===== src/rtl/gba_pkg.sv =====
// Shared types, constants and controller/datapath interface for the grouped bitmap allocator.
package gba_pkg;

	localparam int MAX_GROUPS    = 8;
	localparam int BITMAP_BITS   = 1024;
	localparam int WORD_W        = 32;
	localparam int GRP_W         = $clog2(MAX_GROUPS);
	localparam int BIT_W         = $clog2(WORD_W);
	localparam int WORDS_PER_GRP = BITMAP_BITS / WORD_W;
	localparam int WIDX_W        = $clog2(WORDS_PER_GRP);
	localparam int ROWS          = MAX_GROUPS * WORDS_PER_GRP;
	localparam int ROW_W         = GRP_W + WIDX_W;
	localparam int LIM_W         = $clog2(BITMAP_BITS) + 1;

	localparam int OP_W    = 2;
	localparam int SEL_W   = 4;
	localparam int ID_W    = 14;
	localparam int CNT_W   = 16;
	localparam int PGC_W   = 11;
	localparam int GCNT_W  = 4;
	localparam int TOT_W   = 14;
	localparam int CFGI_W  = 2;
	localparam int CFGD_W  = 14;
	localparam int GLIM_W  = 7;

	localparam logic [GLIM_W-1:0] GRP_LIMIT = GLIM_W'(MAX_GROUPS);

	localparam logic [PGC_W-1:0]  PGC_RESET  = PGC_W'(1024);
	localparam logic [GCNT_W-1:0] GCNT_RESET = GCNT_W'(8);
	localparam logic [TOT_W-1:0]  TOT_RESET  = TOT_W'(8192);

	typedef enum logic [CFGI_W-1:0] {
		CFG_PER_GROUP = 2'd0,
		CFG_GROUPS    = 2'd1,
		CFG_TOTAL     = 2'd2
	} cfg_idx_t;

	typedef enum logic [OP_W-1:0] {
		OP_ALLOC  = 2'd0,
		OP_FREE   = 2'd1,
		OP_PRESET = 2'd2,
		OP_RSVD   = 2'd3
	} op_t;

	typedef enum logic [1:0] {
		ST_OK      = 2'd0,
		ST_NONE    = 2'd1,
		ST_INVALID = 2'd2
	} status_t;

	typedef struct packed {
		logic    load;
		logic    scan_next_grp;
		logic    grp_latch;
		logic    lim_latch;
		logic    word_next;
		logic    mem_rd;
		logic    alloc_commit;
		logic    div_step;
		logic    free_commit;
		logic    preset_commit;
		logic    res_en;
		status_t res_status;
	} cmd_t;

	typedef struct packed {
		op_t  op;
		logic pgc_zero;
		logic ident_zero;
		logic sel_ok;
		logic scan_done;
		logic grp_ok;
		logic words_done;
		logic hit;
		logic div_done;
		logic div_over;
		logic free_ok;
	} stat_t;

endpackage


===== src/rtl/gba_ctrl.sv =====
// Controller state machine sequencing allocate, free and preset over the datapath.
module gba_ctrl (
	input  logic           clk,
	input  logic           arst_n,
	input  logic           start,
	output logic           busy,
	input  gba_pkg::stat_t stat,
	output gba_pkg::cmd_t  cmd
);

	typedef enum logic [2:0] {
		S_IDLE,
		S_DISPATCH,
		S_A_GRP,
		S_A_LIM,
		S_A_RD,
		S_A_CHK,
		S_F_DIV,
		S_F_CHK
	} state_t;

	state_t state_q;
	state_t state_nx;
	logic   busy_q;

	always_comb begin
		cmd            = '0;
		cmd.res_status = gba_pkg::ST_OK;
		state_nx       = state_q;
		case (state_q)
			S_IDLE: begin
				if (start) begin
					cmd.load = 1'b1;
					state_nx = S_DISPATCH;
				end
			end
			S_DISPATCH: begin
				case (stat.op)
					gba_pkg::OP_ALLOC: begin
						if (stat.pgc_zero) begin
							cmd.res_en     = 1'b1;
							cmd.res_status = gba_pkg::ST_NONE;
							state_nx       = S_IDLE;
						end else begin
							state_nx = S_A_GRP;
						end
					end
					gba_pkg::OP_FREE: begin
						if (stat.pgc_zero || stat.ident_zero) begin
							cmd.res_en     = 1'b1;
							cmd.res_status = gba_pkg::ST_INVALID;
							state_nx       = S_IDLE;
						end else begin
							state_nx = S_F_DIV;
						end
					end
					gba_pkg::OP_PRESET: begin
						cmd.res_en = 1'b1;
						if (stat.sel_ok) begin
							cmd.preset_commit = 1'b1;
						end else begin
							cmd.res_status = gba_pkg::ST_INVALID;
						end
						state_nx = S_IDLE;
					end
					default: begin
						cmd.res_en     = 1'b1;
						cmd.res_status = gba_pkg::ST_INVALID;
						state_nx       = S_IDLE;
					end
				endcase
			end
			S_A_GRP: begin
				if (stat.scan_done) begin
					cmd.res_en     = 1'b1;
					cmd.res_status = gba_pkg::ST_NONE;
					state_nx       = S_IDLE;
				end else if (stat.grp_ok) begin
					cmd.grp_latch = 1'b1;
					state_nx      = S_A_LIM;
				end else begin
					cmd.scan_next_grp = 1'b1;
				end
			end
			S_A_LIM: begin
				cmd.lim_latch = 1'b1;
				state_nx      = S_A_RD;
			end
			S_A_RD: begin
				if (stat.words_done) begin
					cmd.scan_next_grp = 1'b1;
					state_nx          = S_A_GRP;
				end else begin
					cmd.mem_rd = 1'b1;
					state_nx   = S_A_CHK;
				end
			end
			S_A_CHK: begin
				if (stat.hit) begin
					cmd.alloc_commit = 1'b1;
					cmd.res_en       = 1'b1;
					state_nx         = S_IDLE;
				end else begin
					cmd.word_next = 1'b1;
					state_nx      = S_A_RD;
				end
			end
			S_F_DIV: begin
				if (stat.div_done) begin
					if (stat.free_ok) begin
						cmd.mem_rd = 1'b1;
						state_nx   = S_F_CHK;
					end else begin
						cmd.res_en     = 1'b1;
						cmd.res_status = gba_pkg::ST_INVALID;
						state_nx       = S_IDLE;
					end
				end else if (stat.div_over) begin
					cmd.res_en     = 1'b1;
					cmd.res_status = gba_pkg::ST_INVALID;
					state_nx       = S_IDLE;
				end else begin
					cmd.div_step = 1'b1;
				end
			end
			S_F_CHK: begin
				cmd.free_commit = 1'b1;
				cmd.res_en      = 1'b1;
				state_nx        = S_IDLE;
			end
			default: begin
				state_nx = S_IDLE;
			end
		endcase
	end

	always_ff @(posedge clk or negedge arst_n) begin
		if (!arst_n) begin
			state_q <= S_IDLE;
			busy_q  <= 1'b0;
		end else begin
			state_q <= state_nx;
			busy_q  <= (state_nx != S_IDLE);
		end
	end

	assign busy = busy_q;

endmodule


===== config.mk =====
export PLATFORM = sky130hd
export DESIGN_NAME = gba_ctrl
export DESIGN_NICKNAME = d
export VERILOG_FILES = /design/src/rtl/gba_pkg.sv /design/src/rtl/gba_ctrl.sv
export SDC_FILE = /design/constraint.sdc
export NUM_CORES = 1
export LEC_CHECK = 0
export BUFFER_PORTS_ARGS = -buffer_cell sky130_fd_sc_hd__buf_2
export CORE_AREA = 2 2 39 41
export CTS_CLUSTER_DIAMETER = 100
export DETAILED_ROUTE_END_ITERATION = 10
export DIE_AREA = 0 0 41 43
export PLACE_DENSITY = 0.64
export RECOVER_POWER = 100
export REMOVE_ABC_BUFFERS = 1
export SLEW_MARGIN = 20
export SYNTH_ARGS = -nofsm -noshare
export SYNTH_HDL_FRONTEND = slang
export SYNTH_SLANG_ARGS = --single-unit

===== constraint.sdc =====
create_clock -name clk -period 4.15 [get_ports clk]
set_input_delay 0.6225 -clock clk [delete_from_list [all_inputs] [get_ports clk]]
set_output_delay 0.6225 -clock clk [all_outputs]
set_load 0.01 [all_outputs]

### After elaboration in Yosys (flattened, before gate mapping)

Cells that the tools add are included.
Widths: inputs -> output; s select.

* reductions and logical operators: 4
* equal/unequal tests: 9
* multiplexer cells: 46

Operators with widths (number)
* $mux 3: 15
* $pmux 3 s8: 1
* $mux 1: 21
* $eq 3x3->1 const B: 4
* $pmux 3 s3: 1
* $eq 3x2->1 const B: 2
* $mux 2: 3
* $pmux 2 s3: 1
* $pmux 3 s2: 1
* $pmux 1 s5: 1
* $pmux 1 s2: 2
* $eq 3x1->1 const B: 1
* $logic_not 3->1: 1
* $reduce_bool 3->1: 1
* $eq 2x1->1 const B: 1
* $eq 2x2->1 const B: 1
* $logic_not 2->1: 1
* $logic_or 1x1->1: 1

* word-level logic and storage cells: 61
* input port bits: 15
* output and inout port bits: 14
* flip-flop bits (word level): 4

### Depth between registers and ports, before layout

* depth in word-level cells: 5
* gate-level depth with buffers: 5
* mapped depth without buffers: 4

### Worst setup path after synthesis

No wires, ideal clock.

* path type: input to output
* from: in stat[6] (netlist name)
* to: out cmd[11] (netlist name)
* data arrival time: 1.392 ns
* slack: 2.136 ns
* data required time: 3.527 ns
* stages: 3
* path buffers: 0
* cell sequence: nor3b_1 or2b_1 a21oi_1

RTL lines
* start: declaration: line gba_ctrl.sv:7 `input gba_pkg::stat_t stat,`
* end: declaration: line gba_ctrl.sv:8 `output gba_pkg::cmd_t cmd`

==> results by group <==
Power
  – Leakage: 0.000276 µW
  – Net Sw Frac: 49.2%
  – Clock network power share: 14.6%
  – Comb pwr share: 52.6%
  – Power Density: 565 nW/µm²
  – Psw: 161 µW
  – Peak supply drop: 0.213 mV
  – Int Pwr: 166 µW
  – Sequential Power Share: 32.7%

Timing
  – Fin crit share: 57.7%
  – Slew HR: 71.0%
  – Final count of hold timing violations: 0
  – Setup violations, final: 0
  – Tmin final: 2.39 ns
  – Max Slew Vio Count: 0
  – Total negative slack: 0 ns
  – Tightest hold margin: 0.208 ns
  – Fmax achieved: 0.418 GHz
  – Setup WS post-layout: 1.76 ns
  – RSZ-0062 raised after global routing: false
  – Worst-Margin Slew: 0.435 ns
  – Skew final: 0.000452 ns

Final layout
  – Area Overhead vs Synth: 30.1%
  – # fillers: 156
  – Non-Filler Instances: 103
  – Final Net Count: 104
  – N_diodes: 0
  – Layout cell share with drive strength beyond 1: 23.0%
  – Multi-input gate area: 293 µm²
  – Sequential cell area: 100 µm²
  – Final Util: 41.9%

Placement
  – HPWL Detailed: 925 µm
  – Pre-CTS setup slack: 1.91 ns
  – PortBufs: 28
  – Gpl congestion: 0.727
  – Placed cells: 100

Clock network
  – Clock latency on the worst-skew pair: 0.23 ns
  – Clk root buf: clkbuf_4
  – CTS tree: built
  – Number of buffers created by CTS: 3
  – Post-CTS setup buffers: 0
  – Clk sinks: 4
  – Max Root-Sink Buffers: 2
  – Htree depth: 1
  – Post_cts resized: 0
  – Hold-fix buffers, CTS: 0
  – Clock transition at the registers of the reported paths: 0.04 ns

Job
  – Maxcap violations: 0

Critical path
  – Worst path arrival time: 1.77 ns
  – Critical Path Slowest Stage Cell: dfrtp_1
  – CP cell instances: nor3b_1, or2b_1, a21oi_1, clkbuf_1
  – WS Path Type: register to primary output
  – Max stage delay on crit path: 0.57 ns
  – Family with the most delay on the worst path: simple AND/OR/NAND/NOR gates
  – Worst setup SP type: register
  – Crit-path max FO: 13
  – CP Capture Type: primary output
  – CP bufs+invs: 1
  – WP data required: 3.53 ns
  – R2R setup slack: 2.56 ns

Yosys
  – Synth cell count leaders: nor2_1, inv_1, dfrtp_1, nand2_1
  – Post-Syn Area: 445 µm²
  – Post-synth top flop: dfrtp_1
  – Ys async rst share: 100%
  – Synth Warn #: 0
  – Synth area leaders: dfrtp_1, nor2_1, buf_6
  – Post-synth cell types: 28
  – Syn_area_per_cell: 7.55 µm²
  – Sequential share of the synthesized area: 22.5%
  – Synth area leader: dfrtp_1
  – Post-Syn Instances: 59
  – Post-synth top area share: 22.5%
  – Synthesized flop and latch total: 4
  – Most common cell in the netlist: nor2_1
  – EDFF count, synth: 0

Floorplan
  – Die area: 1760 µm²
  – Initial Util: 32.2%
  – Core Region: 1380 µm²
  – Die extent in y: 43 µm
  – # IOs: 29
  – Cell Rows: 14
  – Die Width: 41 µm

Global route
  – Initial antenna violation count: 0
  – Number of global-route vias before repair: 473
  – Largest net degree at the start of global routing: 16
  – Grt ovf: 0
  – Global-route wire length before repair: 1900 µm
  – Gr usage total: 15.9%

Worst hold path
  – Hold crit path type: input port to asynchronous set/reset pin

Routing
  – Drt initial violations: 4
  – WL final: 1170 µm
  – Remaining DRCs: 0
  – Post-DR wirelength/cell: 11.3 µm
  – Routed Antenna Nets: 0
  – Post-DR vias/cell: 5.17
  – DR vias: 532
  – TritonRoute pass-1 iters: 4

Outcome
  – Outcome: finished, final reports clean
per-stage QoR:
| stage | instance area [µm²] | power [µW] |
|---|---|---|
| after floorplan | 415 | 218 |
| after global placement | 576 | 288 |
| after detailed placement | 576 | 289 |
| after CTS | 598 | 340 |
| after global routing | 579 | 362 |
| final | 579 | 328 |
layout by cell type, fill, tap and decap left out:
cell | synthesis | routed
or3_1 | 1 | 1
inv_1 | 5 | 5
a31oi_1 | 2 | 2
and3_2 | 2 | 2
a211oi_1 | 1 | 1
nand3_1 | 3 | 3
nor2_1 | 7 | 7
inv_2 | 1 | 1
nand2_1 | 4 | 4
nor2b_1 | 1 | 1
clkbuf_1 | 0 | 15
mux2i_1 | 2 | 2
o21bai_1 | 1 | 1
nor4b_1 | 2 | 2
o221ai_1 | 2 | 2
or2b_1 | 2 | 2
nor3_1 | 3 | 3
o21ai_0 | 2 | 3
a21oi_1 | 3 | 3
nor4bb_1 | 1 | 1
and2b_1 | 1 | 1
buf_2 | 0 | 13
a41o_1 | 1 | 1
clkbuf_4 | 0 | 3
dfrtp_1 | 4 | 4
a221oi_1 | 1 | 1
o221ai_2 | 1 | 1
nor3b_1 | 2 | 2
worst register-to-register path, stage by stage, from the launching register on:
cell	delay [ns]
dfrtp_1	0.51
nor3b_1	0.24
a31oi_1	0.21
o221ai_2	0.13
or3_1	0.38
power groups by stage:
stage	clock network, µW	registers (µW)	logic, µW
after detailed placement	0	107	183
final	47.9	107	172
after global routing	54.3	113	194
after global placement	0	106	181
after floorplan	0	96.3	122
after CTS	49.9	106	183
path summary, 6_finish.rpt:
path / from / to / cells after the start
max: state_q[1] / cmd[11] / 4
min: arst_n / busy / 1
max reg2reg: state_q[1] / busy / 4
min reg2reg: state_q[0] / state_q[1] / 1
max in group asynchronous: arst_n / state_q[2] / 1
min in group clk: stat[5] / state_q[0] / 3
per-layer routing:
layer	share of wire [%]	global-route usage (%)	up-vias
li1	-	-	273
met1	43	17.3	232
met2	46	25.3	25
met3	10	5.76	2
met4	0.77	8.67	0
met5	0	0	-
area by class of cell:
class                      instances  share of cell area, %
sequential                         4                   17.3
inverter                           6                   3.89
multi-input combinational         46                   50.5
tap                               16                   3.46
clock buffer                       3                   3.89
timing repair buffer              28                   21.0
sequential cells by signal, summed over array words and instances (netlist names):
name	flops
state_q	3
busy	1
kinds of logic (layout without fill, tap and decap cells):
logic type	Yosys count	after routing	synth area share, %
AOI/OAI and AO/OA	15	15	24.4
buffers and inverters	9	37	11.8
DFF	4	4	22.5
muxes	2	2	4.49
and+or+nand+nor	29	29	36.8
Note: power is estimated with default switching activity, not from simulation.
